## src/rtl/core/lbp_pkg.sv

```systemverilog
`timescale 1ns / 1ps

package lbp_pkg;

	// PWM resolution; every duty target is clamped to full scale
	localparam int DUTY_BITS = 8;
	localparam int FULL_DUTY_INT = ((1 << DUTY_BITS) - 1) > 255 ? 255 : ((1 << DUTY_BITS) - 1);
	localparam logic [7:0] FULL_DUTY = 8'(FULL_DUTY_INT);

	localparam logic [5:0] FADE_BREATH  = 6'd50;
	localparam logic [5:0] FADE_RAINBOW = 6'd30;
	localparam logic [5:0] FADE_FLASH   = 6'd5;

	localparam logic [8:0] HUE_WRAP      = 9'd360;
	localparam logic [9:0] HUE_WRAP_TWICE = 10'd720;

	typedef enum logic [1:0] {
		MODE_TICK  = 2'd0,
		MODE_SET   = 2'd1,
		MODE_FLASH = 2'd2,
		MODE_NONE  = 2'd3
	} mode_t;

	typedef enum logic [1:0] {
		PAT_BREATH  = 2'd0,
		PAT_RAINBOW = 2'd1,
		PAT_FLASH   = 2'd2
	} pattern_t;

	typedef enum logic [2:0] {
		REG_BREATH_STEP  = 3'd0,
		REG_RAINBOW_STEP = 3'd1,
		REG_HUE_STEP     = 3'd2,
		REG_RAINBOW_MAX  = 3'd3,
		REG_RAINBOW_MIN  = 3'd4,
		REG_FLASH_SLICE  = 3'd5,
		REG_BREATH_PAUSE = 3'd6
	} cfg_reg_t;

	// 60 degree sectors of the hue circle, as seen by the green channel
	typedef enum logic [2:0] {
		SEXT_G_RISE   = 3'd0,
		SEXT_G_FULL_A = 3'd1,
		SEXT_G_FULL_B = 3'd2,
		SEXT_G_FALL   = 3'd3,
		SEXT_G_OFF_A  = 3'd4,
		SEXT_G_OFF_B  = 3'd5
	} hue_sext_t;

	typedef struct packed {
		hue_sext_t  sext;
		logic [7:0] frac; // (h mod 60) * 255 / 60
	} hue_pos_t;

	// split a hue below 360 into sector and scaled position in the sector
	function automatic hue_pos_t hue_split(input logic [8:0] h);
		hue_pos_t   res;
		logic [8:0] base;
		logic [5:0] rmd;
		logic [9:0] x17;
		if (h >= 9'd300) begin
			res.sext = SEXT_G_OFF_B; base = 9'd300;
		end else if (h >= 9'd240) begin
			res.sext = SEXT_G_OFF_A; base = 9'd240;
		end else if (h >= 9'd180) begin
			res.sext = SEXT_G_FALL; base = 9'd180;
		end else if (h >= 9'd120) begin
			res.sext = SEXT_G_FULL_B; base = 9'd120;
		end else if (h >= 9'd60) begin
			res.sext = SEXT_G_FULL_A; base = 9'd60;
		end else begin
			res.sext = SEXT_G_RISE; base = 9'd0;
		end
		rmd = 6'(h - base);
		// r * 255 / 60 == r * 17 / 4
		x17 = {rmd, 4'd0} + {4'd0, rmd};
		res.frac = x17[9:2];
		return res;
	endfunction

	function automatic logic [7:0] clamp_duty(input logic [7:0] d);
		return (d > FULL_DUTY) ? FULL_DUTY : d;
	endfunction

endpackage

```

## src/rtl/core/led_breathing_pattern_generator.sv

```systemverilog
// LED breathing / rainbow / flash pattern generator.
// A request accepted into the input register (s1) passes through the step logic into the
// result register (s2); it waits in s1 while out_stall holds a previous result in s2.
// Throughput: one request per cycle unless out_stall holds both pipeline registers full;
// a new request is taken into an empty input register while a finished result waits.
// Reset (arst_n low, asynchronous): pattern breathing, hue 0, brightness 128, rising,
// no flash time, registers at their defaults, both pipeline registers empty.
`timescale 1ns / 1ps

module led_breathing_pattern_generator (
	input  logic        clk,
	input  logic        arst_n,
	// request channel
	input  logic        in_valid,
	output logic        in_stall,
	input  logic [1:0]  mode,
	input  logic [15:0] value,
	// result channel
	output logic        out_valid,
	input  logic        out_stall,
	output logic [7:0]  duty,
	output logic        duty_valid,
	output logic [5:0]  fade_ms,
	output logic [9:0]  hold_ms,
	output logic [1:0]  pattern_now,
	// register write channel
	input  logic        cfg_valid,
	output logic        cfg_ready,
	input  logic [2:0]  cfg_index,
	input  logic [9:0]  cfg_data
);

	// ---------------------------------------------------------------
	// Configuration registers
	// ---------------------------------------------------------------
	logic [6:0] breath_step_q;
	logic [6:0] rainbow_step_q;
	logic [8:0] hue_step_q;
	logic [7:0] rainbow_max_q;
	logic [7:0] rainbow_min_q;
	logic [7:0] flash_slice_q;
	logic [9:0] breath_pause_q;

	assign cfg_ready = 1'b1;

	always_ff @(posedge clk or negedge arst_n) begin
		if (!arst_n) begin
			breath_step_q  <= 7'd4;
			rainbow_step_q <= 7'd2;
			hue_step_q     <= 9'd3;
			rainbow_max_q  <= 8'd200;
			rainbow_min_q  <= 8'd30;
			flash_slice_q  <= 8'd50;
			breath_pause_q <= 10'd300;
		end else if (cfg_valid && cfg_ready) begin
			case (lbp_pkg::cfg_reg_t'(cfg_index))
				lbp_pkg::REG_BREATH_STEP:  breath_step_q  <= cfg_data[6:0];
				lbp_pkg::REG_RAINBOW_STEP: rainbow_step_q <= cfg_data[6:0];
				lbp_pkg::REG_HUE_STEP:     hue_step_q     <= cfg_data[8:0];
				lbp_pkg::REG_RAINBOW_MAX:  rainbow_max_q  <= cfg_data[7:0];
				lbp_pkg::REG_RAINBOW_MIN:  rainbow_min_q  <= cfg_data[7:0];
				lbp_pkg::REG_FLASH_SLICE:  flash_slice_q  <= cfg_data[7:0];
				lbp_pkg::REG_BREATH_PAUSE: breath_pause_q <= cfg_data;
				default: ; // unused index: write dropped
			endcase
		end
	end

	// ---------------------------------------------------------------
	// Handshake: input register (s1) -> step logic -> result register (s2)
	// ---------------------------------------------------------------
	logic               in_v_s1;
	lbp_pkg::mode_t     mode_s1;
	logic [15:0]        value_s1;
	logic               out_v_s2;
	logic               adv;
	logic               in_acc;

	// s1 moves into s2 whenever s2 is empty or being drained this cycle
	assign adv      = in_v_s1 && (!out_v_s2 || !out_stall);
	assign in_stall = in_v_s1 && out_v_s2 && out_stall;
	assign in_acc   = in_valid && !in_stall;

	always_ff @(posedge clk or negedge arst_n) begin
		if (!arst_n) begin
			in_v_s1 <= 1'b0;
		end else if (in_acc) begin
			in_v_s1 <= 1'b1;
		end else if (adv) begin
			in_v_s1 <= 1'b0;
		end
	end

	always_ff @(posedge clk) begin
		if (in_acc) begin
			mode_s1  <= lbp_pkg::mode_t'(mode);
			value_s1 <= value;
		end
	end

	// ---------------------------------------------------------------
	// Pattern state. The hue is kept alongside its sector and scaled
	// in-sector position so the duty path only needs one multiply.
	// ---------------------------------------------------------------
	lbp_pkg::pattern_t  pattern_q, pat_d;
	logic [8:0]         hue_q, hue_d;
	lbp_pkg::hue_pos_t  hpos_q, hpos_d;
	logic [7:0]         bright_q, bright_d;
	logic               up_q, up_d;
	logic [15:0]        flash_q, flash_d;

	// next hue, mod 360 (sum stays at most 359 + 511 = 870, under three full turns)
	logic [9:0] hue_sum;
	logic [9:0] hue_mod;
	logic [8:0] hue_nxt;

	assign hue_sum = {1'b0, hue_q} + {1'b0, hue_step_q};
	assign hue_mod = (hue_sum >= lbp_pkg::HUE_WRAP_TWICE) ? hue_sum - lbp_pkg::HUE_WRAP_TWICE :
		(hue_sum >= {1'b0, lbp_pkg::HUE_WRAP}) ? hue_sum - {1'b0, lbp_pkg::HUE_WRAP} : hue_sum;
	assign hue_nxt = hue_mod[8:0];

	// green channel at full saturation: v * frac / 255 on the rising edge,
	// v * (255 - frac) / 255 on the falling edge
	logic [7:0]  g_op;
	logic [15:0] g_prod;
	logic [16:0] g_sum;
	logic [7:0]  g_scaled;
	logic [7:0]  green;

	assign g_op     = (hpos_q.sext == lbp_pkg::SEXT_G_FALL) ? 8'd255 - hpos_q.frac : hpos_q.frac;
	assign g_prod   = bright_q * g_op;
	// exact x / 255 for x up to 255 * 255, the largest product
	assign g_sum    = {1'b0, g_prod} + {9'd0, g_prod[15:8]} + 17'd1;
	assign g_scaled = g_sum[15:8];

	always_comb begin
		case (hpos_q.sext)
			lbp_pkg::SEXT_G_RISE:   green = g_scaled;
			lbp_pkg::SEXT_G_FULL_A: green = bright_q;
			lbp_pkg::SEXT_G_FULL_B: green = bright_q;
			lbp_pkg::SEXT_G_FALL:   green = g_scaled;
			default:                green = 8'd0;
		endcase
	end

	// result fields
	logic [7:0] duty_d;
	logic       dv_d;
	logic [5:0] fade_d;
	logic [9:0] hold_d;

	// helpers for the step logic
	logic [7:0] slice;
	logic [8:0] b_sum;
	logic [8:0] r_sum;
	logic [7:0] r_sat;
	logic [7:0] r_diff;
	logic [7:0] bstep8;
	logic [7:0] rstep8;

	assign slice  = (flash_slice_q == 8'd0) ? 8'd1 : flash_slice_q;
	assign bstep8 = {1'b0, breath_step_q};
	assign rstep8 = {1'b0, rainbow_step_q};
	assign b_sum  = {1'b0, bright_q} + {1'b0, bstep8};
	assign r_sum  = {1'b0, bright_q} + {1'b0, rstep8};
	assign r_sat  = r_sum[8] ? 8'd255 : r_sum[7:0];
	assign r_diff = (bright_q > rstep8) ? bright_q - rstep8 : 8'd0;

	always_comb begin
		pat_d    = pattern_q;
		hue_d    = hue_q;
		hpos_d   = hpos_q;
		bright_d = bright_q;
		up_d     = up_q;
		flash_d  = flash_q;
		duty_d   = 8'd0;
		dv_d     = 1'b0;
		fade_d   = 6'd0;
		hold_d   = 10'd0;
		case (mode_s1)
			lbp_pkg::MODE_SET: begin
				if (value_s1 <= 16'd1) begin
					if (value_s1[0]) begin
						pat_d = lbp_pkg::PAT_RAINBOW;
					end else begin
						pat_d = lbp_pkg::PAT_BREATH;
					end
				end
			end
			lbp_pkg::MODE_FLASH: begin
				flash_d = value_s1;
				pat_d   = lbp_pkg::PAT_FLASH;
			end
			lbp_pkg::MODE_TICK: begin
				case (pattern_q)
					lbp_pkg::PAT_FLASH: begin
						if (flash_q != 16'd0) begin
							duty_d = lbp_pkg::FULL_DUTY;
							dv_d   = 1'b1;
							fade_d = lbp_pkg::FADE_FLASH;
							if (flash_q > {8'd0, slice}) begin
								hold_d  = {2'd0, slice};
								flash_d = flash_q - {8'd0, slice};
							end else begin
								// last slice: what is left fits in 8 bits
								hold_d  = {2'd0, flash_q[7:0]};
								flash_d = 16'd0;
								pat_d   = lbp_pkg::PAT_BREATH;
							end
						end else begin
							pat_d = lbp_pkg::PAT_BREATH;
						end
					end
					lbp_pkg::PAT_BREATH: begin
						duty_d = lbp_pkg::clamp_duty(bright_q);
						dv_d   = 1'b1;
						fade_d = lbp_pkg::FADE_BREATH;
						if (up_q) begin
							if (b_sum >= 9'd255) begin
								bright_d = 8'd255;
								up_d     = 1'b0;
								hold_d   = breath_pause_q;
							end else begin
								bright_d = b_sum[7:0];
							end
						end else begin
							if (bright_q <= bstep8) begin
								bright_d = 8'd0;
								up_d     = 1'b1;
								hold_d   = breath_pause_q;
							end else begin
								bright_d = bright_q - bstep8;
							end
						end
					end
					lbp_pkg::PAT_RAINBOW: begin
						duty_d = lbp_pkg::clamp_duty(green);
						dv_d   = 1'b1;
						fade_d = lbp_pkg::FADE_RAINBOW;
						hue_d  = hue_nxt;
						hpos_d = lbp_pkg::hue_split(hue_nxt);
						if (up_q) begin
							if (r_sat >= rainbow_max_q) begin
								bright_d = rainbow_max_q;
								up_d     = 1'b0;
							end else begin
								bright_d = r_sat;
							end
						end else begin
							// subtract first, then clamp to the lower bound
							if (r_diff <= rainbow_min_q) begin
								bright_d = rainbow_min_q;
								up_d     = 1'b1;
							end else begin
								bright_d = r_diff;
							end
						end
					end
					default: ;
				endcase
			end
			default: ; // unused mode: no state change, no duty
		endcase
	end

	always_ff @(posedge clk or negedge arst_n) begin
		if (!arst_n) begin
			pattern_q   <= lbp_pkg::PAT_BREATH;
			hue_q       <= 9'd0;
			hpos_q.sext <= lbp_pkg::SEXT_G_RISE;
			hpos_q.frac <= 8'd0;
			bright_q    <= 8'd128;
			up_q        <= 1'b1;
			flash_q     <= 16'd0;
		end else if (adv) begin
			pattern_q <= pat_d;
			hue_q     <= hue_d;
			hpos_q    <= hpos_d;
			bright_q  <= bright_d;
			up_q      <= up_d;
			flash_q   <= flash_d;
		end
	end

	// ---------------------------------------------------------------
	// Result register
	// ---------------------------------------------------------------
	logic [7:0] duty_s2;
	logic       dv_s2;
	logic [5:0] fade_s2;
	logic [9:0] hold_s2;
	logic [1:0] pat_s2;

	always_ff @(posedge clk or negedge arst_n) begin
		if (!arst_n) begin
			out_v_s2 <= 1'b0;
		end else if (adv) begin
			out_v_s2 <= 1'b1;
		end else if (!out_stall) begin
			out_v_s2 <= 1'b0;
		end
	end

	always_ff @(posedge clk) begin
		if (adv) begin
			duty_s2 <= duty_d;
			dv_s2   <= dv_d;
			fade_s2 <= fade_d;
			hold_s2 <= hold_d;
			pat_s2  <= pat_d;
		end
	end

	assign out_valid   = out_v_s2;
	assign duty        = duty_s2;
	assign duty_valid  = dv_s2;
	assign fade_ms     = fade_s2;
	assign hold_ms     = hold_s2;
	assign pattern_now = pat_s2;

	// ---------------------------------------------------------------
	// Assertions
	// ---------------------------------------------------------------
	// hue stays on the circle
	a_hue_range: assert property (@(posedge clk) disable iff (!arst_n)
		hue_q < lbp_pkg::HUE_WRAP)
		else $error("hue left the 0..359 range");

	// a request that leaves the input register shows up as a result next cycle
	a_adv_result: assert property (@(posedge clk) disable iff (!arst_n)
		adv |=> out_valid)
		else $error("advanced request produced no result");

	// results without a duty target carry all-zero timing fields
	a_no_duty_zero: assert property (@(posedge clk) disable iff (!arst_n)
		(out_valid && !duty_valid) |-> (duty == 8'd0 && fade_ms == 6'd0 && hold_ms == 10'd0))
		else $error("result without duty carries nonzero fields");

	// a flash duty is always full scale with the short fade
	a_flash_duty: assert property (@(posedge clk) disable iff (!arst_n)
		(out_valid && duty_valid && fade_ms == lbp_pkg::FADE_FLASH)
			|-> (duty == lbp_pkg::FULL_DUTY && hold_ms != 10'd0))
		else $error("flash result with wrong duty or zero slice");

endmodule

```

## config.mk

```make
export PLATFORM = sky130hd
export DESIGN_NAME = led_breathing_pattern_generator
export DESIGN_NICKNAME = d
export VERILOG_FILES = /design/src/rtl/core/lbp_pkg.sv /design/src/rtl/core/led_breathing_pattern_generator.sv
export SDC_FILE = /design/constraint.sdc
export NUM_CORES = 1
export LEC_CHECK = 0
export ABC_AREA = 1
export BUFFER_PORTS_ARGS = -buffer_cell sky130_fd_sc_hd__buf_4
export CELL_PAD_IN_SITES_DETAIL_PLACEMENT = 2
export CELL_PAD_IN_SITES_GLOBAL_PLACEMENT = 2
export CORE_MARGIN = 2
export CORE_UTILIZATION = 37
export DETAILED_ROUTE_END_ITERATION = 7
export PLACE_DENSITY = 0.84
export SETUP_SLACK_MARGIN = 0.2
export SLEW_MARGIN = 20
export SYNTH_ARGS = -nofsm -noshare
export SYNTH_HDL_FRONTEND = slang
export SYNTH_SLANG_ARGS = --single-unit
```

## constraint.sdc

```tcl
create_clock -name clk -period 7.8 [get_ports clk]
set_clock_uncertainty 0.2 [all_clocks]
set_input_delay 0.78 -clock clk [delete_from_list [all_inputs] [get_ports clk]]
set_output_delay 0.78 -clock clk [all_outputs]
set_load 0.05 [all_outputs]
```

==> results.py, run 1 <==
metrics = {
    "outcome": {
        "status": "finished clean",
    },
    "power": {
        "power.density_mw_per_mm2": 366,
        "peakVddDrop_mv": 0.163,
        "p_leak_nw": 7.22,
    },
    "placed_design": {
        "gp_congestion": 0.877,
        "dp_hpwl_um": 35000,
        "portBuffers": 64,
    },
    "yosys": {
        "ys_warn_count": 0,
        "synth-seq-cells": 150,
        "synthCells": 1714,
        "synth_top_area_cell": "dfrtp_1",
        "synth_fp_nets": 1907,
        "synth_area_leaders": "dfrtp_1 17%, nand2_1 11%, ha_1 11%, edfxtp_1 10%, inv_1 8.2%",
        "seq_area_frac_synth_pct": 31.4,
        "synth_edf_count": 44,
        "synthDistinctLibCells": 53,
        "netlist_area_mm2": 0.0127,
        "synth_top_area_share_pct": 16.9,
        "ys.flop_type": "dfrtp_1",
        "syn_avg_cell_area_um2": 7.44,
        "async_flop_share_pct": 70.7,
    },
    "clock_tree": {
        "cts_sinks": 150,
        "cts_tree": "yes",
        "ctsResizeCount": 0,
        "cts_max_path_buffers": 2,
        "clkTransAtPathRegs_ns": 0.07,
        "cts_buffers": 17,
        "htreeDepth": 4,
        "cts_hold_buf": 0,
        "post-cts-setup-buffer-count": 0,
        "clock_tree.root_cell": "clkbuf_16",
        "clk_latency_ns": 0.46,
    },
    "setup_path": {
        "crit_type": "reg -> reg",
        "cp_common_cell": "nand2_1",
        "critPathArrivalTime_ns": 6.98,
        "path_max_fanout": 9,
        "crit_required_ns": 7.79,
        "crit_path_end_kind": "flip-flop",
        "worst-r2r-setup-slack_ns": 0.81,
        "cp_slowest_cell": "fa_1",
        "crit_family": "adder cells",
        "cp-start-kind": "flip-flop",
        "critPathBufInv": 5,
        "slowest_delay_ns": 0.55,
    },
    "die": {
        "initial_core_util_pct": 37.8,
        "io_pins": 66,
        "dieArea_mm2": 0.0359,
        "die_x_um": 190,
        "fp-row-count": 67,
        "die_height_um": 190,
        "core_area_mm2": 0.0337,
    },
    "sta": {
        "setup_viol": 0,
        "fin_crit_sh_pct": 89.7,
        "whs_ns": 0.187,
        "worst_pin_slew_ns": 1.03,
        "rsz0062_at_grt": "no",
        "timing.fmax_mhz": 143,
        "fin_tns_setup_ns": 0,
        "slew_violations": 0,
        "fin_crit_ns": 6.99,
        "hold_violations": 0,
        "slew_headroom_pct": 30.9,
    },
    "global_routing": {
        "first_global_vias": 14100,
        "grt_max_degree": 64,
        "grt_pass1_wl_um": 76500,
        "grt_remaining_overflow": 0,
        "track_usage_pct": 27.3,
        "antenna_found_initial": 0,
    },
    "flow_run": {
        "drv_cap": 0,
    },
    "finish": {
        "drive_gt1_share_pct": 9.24,
        "fin_util_pct": 42.4,
        "final_nets": 1965,
        "syn2layout_area_growth_pct": 12.2,
        "diodes": 0,
        "fill_cells": 3978,
    },
    "drt": {
        "via_per_inst": 5.48,
        "ant_nets": 0,
        "first_pass_iters": 4,
        "vias": 12200,
        "wl_per_cell_um": 21.3,
        "totalWireLength_um": 47500,
        "drcViolationCount": 0,
        "drt-initial-drc-count": 613,
    },
    "min_path": {
        "min_path_type": "in -> async",
    },
}
per-stage QoR:
stage / instance area (µm²) / setup WS, ns / total power, W / cells
after detailed placement: 13700 / 0.774 / 0.00426 / 2201
after global placement: 13700 / 1.26 / 0.00406 / 2201
after CTS: 14300 / 0.745 / 0.00524 / 2233
after global routing: 14300 / 0.219 / 0.00568 / 2233
after floorplan: 12700 / 1.74 / 0.00327 / 1714
final: 14300 / 0.807 / 0.00524 / 2233
registers in the layout, indices dropped and copies added, names as in the netlist:
register,count
breath_step_q,7
duty_valid,1
rainbow_max_q,8
pattern_now,2
duty,8
hue_q,9
value_s1,16
breath_pause_q,10
flash_slice_q,8
mode_s1,2
pattern_q,2
rainbow_min_q,8
bright_q,8
fade_ms,5
hue_step_q,9
out_valid,1
hpos_q,11
hold_ms,10
flash_q,16
in_v_s1,1
rainbow_step_q,7
up_q,1
final timing paths:
| path | startpoint | end | cells after the start |
|---|---|---|---|
| min reg2reg | flash_slice_q[3] | flash_slice_q[3] | 2 |
| max | hpos_q[10] | duty[6] | 29 |
| min | arst_n | pattern_q[1] | 1 |
| min in group clk | flash_slice_q[3] | flash_slice_q[3] | 2 |
| max in group asynchronous | arst_n | breath_step_q[6] | 2 |
| max reg2reg | hpos_q[10] | duty[6] | 29 |
metal layers:
| layer | track usage (%) | vias up | wire length [µm] |
|---|---|---|---|
| met5 | 0 | - | 0 |
| met4 | 12.8 | 0 | 2090 |
| met3 | 3.15 | 119 | 1220 |
| met2 | 50.4 | 243 | 24600 |
| met1 | 31.4 | 6172 | 19700 |
| li1 | - | 5696 | - |
placed cells by master (no fill, tap or decap), types with 7 or more instances in the layout:
cell       synthesis  layout
xor2_1            28      28
o2111ai_1          8       8
dfrtp_1           86      86
nand4_1           28      28
o21ai_0          129     129
clkbuf_16          0      17
a21oi_1          115     115
buf_4              3      74
ha_1             113     113
nor2_1           160     159
dfstp_2           20      20
edfxtp_1          44      44
fa_1              44      44
nand2_2           12      12
nand3_1           98      98
nand3_2            8       8
o211ai_1          14      14
nor3_1            15      15
inv_1            277     277
xnor2_1           11      11
or2_2              7       7
nand2_1          387     387
a31oi_1            7       7
o21bai_1          10      10
nor4_1             7       7
synthesized netlist by cell type (all sizes together) (2+ instances only):
library cell and instances:
a21o 2, a21oi 117, a22oi 6, a31oi 7, a32oi 2, and2 2
buf 7, clkbuf 28, clkinv 5, dfrtp 86, dfstp 20, edfxtp 44
fa 44, ha 113, inv 277, nand2 399, nand3 106, nand3b 6
nand4 28, nor2 163, nor3 15, nor3b 3, nor4 7, o2111ai 8
o211ai 14, o21ai 134, o21bai 10, o22ai 3, or2 8, xnor2 11
xor2 28
kinds of logic (layout without fill, tap and decap cells):
kind of cell	count (synthesis)	count (layout)	share of synthesized area [%]
buffers and inverters	317	388	9.55
AO/OA/AOI/OAI	308	308	13.4
other	1	1	0.0294
AND/OR/NAND/NOR	741	741	24.9
flip-flops	150	150	31.4
XOR/XNOR	39	39	2.68
multiplexers	1	1	0.0884
adder cells (fa/ha/maj)	157	157	18.0
area by class of cell:
| type | count | area, µm² | area share [%] |
|---|---|---|---|
| clock inverters | 15 | 154 | 1.08 |
| flip-flops and latches | 150 | 4000 | 28.0 |
| inverters | 282 | 1060 | 7.44 |
| multi-input cells | 1247 | 7540 | 52.7 |
| repair buffers | 74 | 556 | 3.89 |
| well taps | 448 | 561 | 3.92 |
| clock buffers | 17 | 425 | 2.98 |
where the power goes:
part | internal (W) | switching (W)
Combinational | 0.00101 | 0.00221
Clock | 0.000428 | 0.000416
Sequential | 0.000977 | 0.000192
Total | 0.00242 | 0.00282
(Power assumes the default switching activity.)
==> run 2: changes to the inputs <==
--- a/config.mk
+++ b/config.mk
@@ -10,9 +10,11 @@
 export CELL_PAD_IN_SITES_DETAIL_PLACEMENT = 2
 export CELL_PAD_IN_SITES_GLOBAL_PLACEMENT = 2
 export CORE_MARGIN = 2
-export CORE_UTILIZATION = 37
+export CORE_UTILIZATION = 38
+export CTS_BUF_LIST = sky130_fd_sc_hd__clkbuf_8
 export DETAILED_ROUTE_END_ITERATION = 7
-export PLACE_DENSITY = 0.84
+export GPL_ROUTABILITY_DRIVEN = 0
+export PLACE_DENSITY = 0.85
 export SETUP_SLACK_MARGIN = 0.2
 export SLEW_MARGIN = 20
 export SYNTH_ARGS = -nofsm -noshare
==> results.py, run 2 (same netlist as run 1, synthesis figures left out) <==
metrics = {
    "setup_path": {
        "cp_slowest_cell": "fa_1",
        "critPathBufInv": 4,
        "cp-start-kind": "flip-flop",
        "crit_family": "adder cells",
        "worstReg2RegEnd": "duty[2]",
        "crit_path_end_kind": "flip-flop",
        "critPathArrivalTime_ns": 7.11,
        "crit_type": "reg -> reg",
        "worst-r2r-setup-slack_ns": 0.83,
        "crit_required_ns": 7.94,
        "path_max_fanout": 9,
        "cp_common_cell": "nand2_1",
        "r2r_start": "hpos_q[10]",
        "r2r_cells": 28,
        "slowest_delay_ns": 0.56,
    },
    "global_routing": {
        "track_usage_pct": 28.0,
        "antenna_found_initial": 0,
        "first_global_vias": 14200,
        "grt_max_degree": 59,
        "grt_pass1_wl_um": 77600,
        "grt_remaining_overflow": 0,
    },
    "finish": {
        "finish.instance_area_mm2": 0.0141,
        "reg.largest.list": "flash_q: 16 flops, value_s1: 16 flops, hpos_q: 11 flops",
        "fill_cells": 3906,
        "final_common_cell": "nand2_1",
        "final_nets": 1964,
        "diodes": 0,
        "syn2layout_area_growth_pct": 11.0,
        "fin_cells": 2232,
        "multi_input_area_mm2": 0.00754,
        "layout_common_cells": "387 x nand2_1, 277 x inv_1, 159 x nor2_1",
        "final-seq-area_mm2": 0.00400,
        "drive_gt1_share_pct": 9.19,
    },
    "power": {
        "p_switching_w": 0.00277,
        "netSwitchingFraction_pct": 54.4,
        "peakVddDrop_mv": 0.159,
        "p_leak_nw": 7.15,
        "power.density_mw_per_mm2": 360,
        "p_seq_share_pct": 23.0,
        "comb_power_share_pct": 63.2,
        "p_int_w": 0.00232,
        "clkPwrFrac_pct": 13.8,
        "power.total_w": 0.00510,
    },
    "clock_tree": {
        "cts_sinks": 150,
        "clock_tree.root_cell": "clkbuf_8",
        "htreeDepth": 4,
        "clkTransAtPathRegs_ns": 0.12,
        "clk_latency_ns": 0.48,
        "cts_hold_buf": 0,
        "cts_tree": "yes",
        "cts_buffers": 17,
        "cts_max_path_buffers": 2,
        "ctsResizeCount": 0,
        "post-cts-setup-buffer-count": 0,
    },
    "drt": {
        "vias": 12200,
        "wl_per_cell_um": 21.5,
        "met2_length_um": 25300,
        "ant_nets": 0,
        "wl_met1_um": 19500,
        "dr_wl_met3_um": 1170,
        "first_pass_iters": 5,
        "highest_layer": "met4",
        "drcViolationCount": 0,
        "via_per_inst": 5.47,
        "totalWireLength_um": 47900,
        "drt-initial-drc-count": 515,
    },
    "die": {
        "dieArea_mm2": 0.0350,
        "core_area_mm2": 0.0333,
        "io_pins": 66,
        "die_x_um": 187,
        "die_height_um": 187,
        "initial_core_util_pct": 38.3,
        "fp-row-count": 67,
    },
    "placed_design": {
        "portBuffers": 64,
        "place_area_mm2": 0.0137,
        "dp_hpwl_um": 35900,
        "dp.cells": 2200,
        "pre_cts_ws_ns": 0.866,
    },
    "outcome": {
        "status": "finished clean",
    },
    "sta": {
        "hold_violations": 0,
        "setup_ws_ns": 0.827,
        "rsz0062_at_grt": "no",
        "fin_tns_setup_ns": 0,
        "timing.fmax_mhz": 143,
        "slew_headroom_pct": 30.8,
        "fin_crit_ns": 6.97,
        "setup_viol": 0,
        "worst_pin_slew_ns": 1.03,
        "slew_violations": 0,
        "fin_crit_sh_pct": 89.4,
    },
    "flow_run": {
        "drv_cap": 0,
    },
    "min_path": {
        "min_path_type": "in -> async",
    },
}
-- run 2: cell types whose count changed in the layout (fill, tap and decap cells not counted), sizes merged --
cell	delta
bufinv	+3
inv	-1
clkinv	-2
buf	-1
-- run 2: how the worst max path moves through the flow --
stage	cells after the start	start	to	slack, ns
4_1_cts	28	hpos_q[10]	duty[2]	0.84
5_1_grt	29	hpos_q[10]	duty[6]	0.29
6_report	28	hpos_q[10]	duty[2]	0.83
3_3_place_gp	29	hpos_q[10]	duty[6]	1.27
3_5_place_dp	28	hpos_q[10]	duty[2]	0.87
2_1_floorplan	34	hpos_q[10]	duty[6]	1.74
-- run 2: stage by stage --
step	utilization [%]	hold WS (ns)
3_5_place_dp	41.2	0.283
3_3_place_gp	41.2	0.267
5_1_grt	42.5	0.183
4_1_cts	42.5	0.158
6_report	42.5	0.168
2_1_floorplan	-	0.243
-- run 2: area by class of cell --
type                            count  area share (%)
Tap cell                          448            3.96
Sequential cell                   150            28.3
Timing Repair Buffer               73            3.87
Inverter                          282            7.52
Clock inverter                     15            1.46
Clock buffer                       17            1.65
Multi-Input combinational cell   1247            53.3
-- run 2: power groups by stage --
stage          sequential [W]  clock, W  combinational [W]
2_1_floorplan         0.00116         0            0.00211
3_3_place_gp          0.00116         0            0.00288
3_5_place_dp          0.00117         0            0.00309
4_1_cts               0.00117  0.000713            0.00323
5_1_grt               0.00119  0.000742            0.00362
6_report              0.00117  0.000704            0.00322
-- run 2: layer usage --
metal | up-vias | GRT usage (%)
met4 | 0 | 12.5
li1 | 5694 | -
met3 | 118 | 3.36
met2 | 253 | 52.4
met1 | 6155 | 31.9
met5 | - | 0
-- run 2: worst reg2reg max path, delay by kind of cell (launching register included) --
family,cells,cell delay [ns]
fa+ha+maj,6,2.78
simple gates,10,1.20
compound gates,6,1.09
xor+xnor,2,0.76
flops,1,0.41
buf+inv,4,0.39
==> run 3: changes to the inputs <==
==> constraint.sdc (replaced) <==
create_clock -name clk -period 7.8 [get_ports clk]
set_clock_uncertainty 0.2 [all_clocks]
set_input_delay 0.39 -clock clk [delete_from_list [all_inputs] [get_ports clk]]
set_output_delay 0.39 -clock clk [all_outputs]
set_load 0.05 [all_outputs]
==> results.py, run 3 (same netlist as run 1, synthesis figures left out) <==
metrics = {
    "die": {
        "io_pins": 66,
        "initial_core_util_pct": 38.3,
        "die_x_um": 187,
        "die_height_um": 187,
        "dieArea_mm2": 0.0350,
        "core_area_mm2": 0.0333,
        "fp-row-count": 67,
    },
    "sta": {
        "slew_headroom_pct": 25.8,
        "hold_violations": 0,
        "setup_viol": 0,
        "timing.fmax_mhz": 143,
        "worst_pin_slew_ns": 1.11,
        "fin_crit_sh_pct": 89.4,
        "fin_crit_ns": 6.97,
        "rsz0062_at_grt": "no",
        "fin_tns_setup_ns": 0,
        "slew_violations": 0,
    },
    "clock_tree": {
        "htreeDepth": 4,
        "clock_tree.root_cell": "clkbuf_8",
        "cts_tree": "yes",
        "clk_latency_ns": 0.48,
        "cts_sinks": 150,
        "clkTransAtPathRegs_ns": 0.11,
        "cts_max_path_buffers": 2,
        "cts_buffers": 17,
    },
    "finish": {
        "finish.instance_area_mm2": 0.0144,
        "fin_cells": 2255,
        "layout_common_cells": "387 x nand2_1, 277 x inv_1, 159 x nor2_1",
        "reg.largest.list": "flash_q: 16 flops, value_s1: 16 flops, hpos_q: 11 flops",
        "fill_cells": 3875,
        "syn2layout_area_growth_pct": 12.8,
        "final_nets": 1987,
        "final_common_cell": "nand2_1",
        "diodes": 0,
        "fin_util_pct": 43.2,
        "drive_gt1_share_pct": 9.08,
    },
    "setup_path": {
        "crit_type": "reg -> reg",
        "cp_slowest_cell": "fa_1",
        "crit_path_end_kind": "flip-flop",
        "critPathArrivalTime_ns": 7.12,
        "path_max_fanout": 9,
        "cp_common_cell": "nand2_1",
        "crit_required_ns": 7.95,
        "slowest_delay_ns": 0.56,
        "cp-start-kind": "flip-flop",
    },
    "global_routing": {
        "first_global_vias": 14600,
        "grt_pass1_wl_um": 81000,
        "grt_remaining_overflow": 0,
        "track_usage_pct": 29.4,
        "grt_max_degree": 59,
        "antenna_found_initial": 0,
    },
    "flow_run": {
        "drv_cap": 0,
    },
    "min_path": {
        "min_path_type": "in -> reg",
    },
    "power": {
        "peakVddDrop_mv": 0.156,
        "p_leak_nw": 7.25,
        "power.density_mw_per_mm2": 358,
    },
    "drt": {
        "drcViolationCount": 0,
        "drt-initial-drc-count": 617,
        "via_per_inst": 5.51,
        "ant_nets": 0,
        "wl_per_cell_um": 22.2,
        "totalWireLength_um": 50000,
        "first_pass_iters": 5,
        "vias": 12400,
    },
    "placed_design": {
        "dp_hpwl_um": 35900,
        "place_area_mm2": 0.0137,
        "portBuffers": 64,
        "dp.cells": 2200,
    },
    "outcome": {
        "status": "finished clean",
    },
}
-- run 3: cell count changes in the layout (fill, tap and decap cells not counted), sizes merged --
cell / change
dlygate4sd3: +23
-- run 3: what timing repair did --
item	CTS	global route
hold buffers	23	0
gates resized for setup	0	0
hold endpoints to repair	65	0
setup buffers	0	0
-- run 3: through the flow --
step	hold WS [ns]	power, W	setup slack [ns]
floorplan	-0.106	0.00327	1.74
global placement	0.267	0.00404	1.27
detailed placement	0.283	0.00427	0.866
CTS	0.0832	0.00512	0.843
global route	0.113	0.00560	0.291
finish	0.123	0.00515	0.831
-- run 3: final timing paths --
check | startpoint | to | slack [ns] | depth (start not counted)
worst max-delay path | hpos_q[10] | duty[2] | 0.83 | 28
worst min register to register | hpos_q[2] | hpos_q[2] | 0.31 | 2
worst max register to register | hpos_q[10] | duty[2] | 0.83 | 28
worst min-delay path | cfg_data[7] | hue_step_q[7] | 0.12 | 3
max in group asynchronous | arst_n | flash_slice_q[0] | 5.77 | 3
min in group asynchronous | arst_n | pattern_q[0] | 0.31 | 2
-- run 3: worst max-delay path, delay by kind of cell (launching register included) --
family / cells / cell delay [ns]
compound gates: 6 / 1.09
xor+xnor: 2 / 0.76
fa+ha+maj: 6 / 2.77
buf+inv: 4 / 0.39
flops: 1 / 0.41
simple gates: 10 / 1.20
-- run 3: cell type report --
type	instances	area (µm²)	share of cell area (%)
multi-input cells	1247	7540	52.4
well taps	448	561	3.90
inverters	282	1060	7.40
flip-flops and latches	150	4000	27.8
repair buffers	96	778	5.41
clock inverters	15	206	1.44
clock buffers	17	234	1.63
-- run 3: per-layer routing --
layer	GRT usage, %	up-vias	share of wire, %	wire length (µm)
met5	0	-	0	0
met4	13.3	0	4.2	2120
met3	3.30	128	2.5	1270
met2	55.0	281	53	26400
met1	33.4	6279	40	20200
li1	-	5745	-	-
-- run 3: where the power goes --
part | switching [W] | internal (W)
clock | 0.000376 | 0.000331
combinational | 0.00223 | 0.00103
sequential | 0.000204 | 0.000977
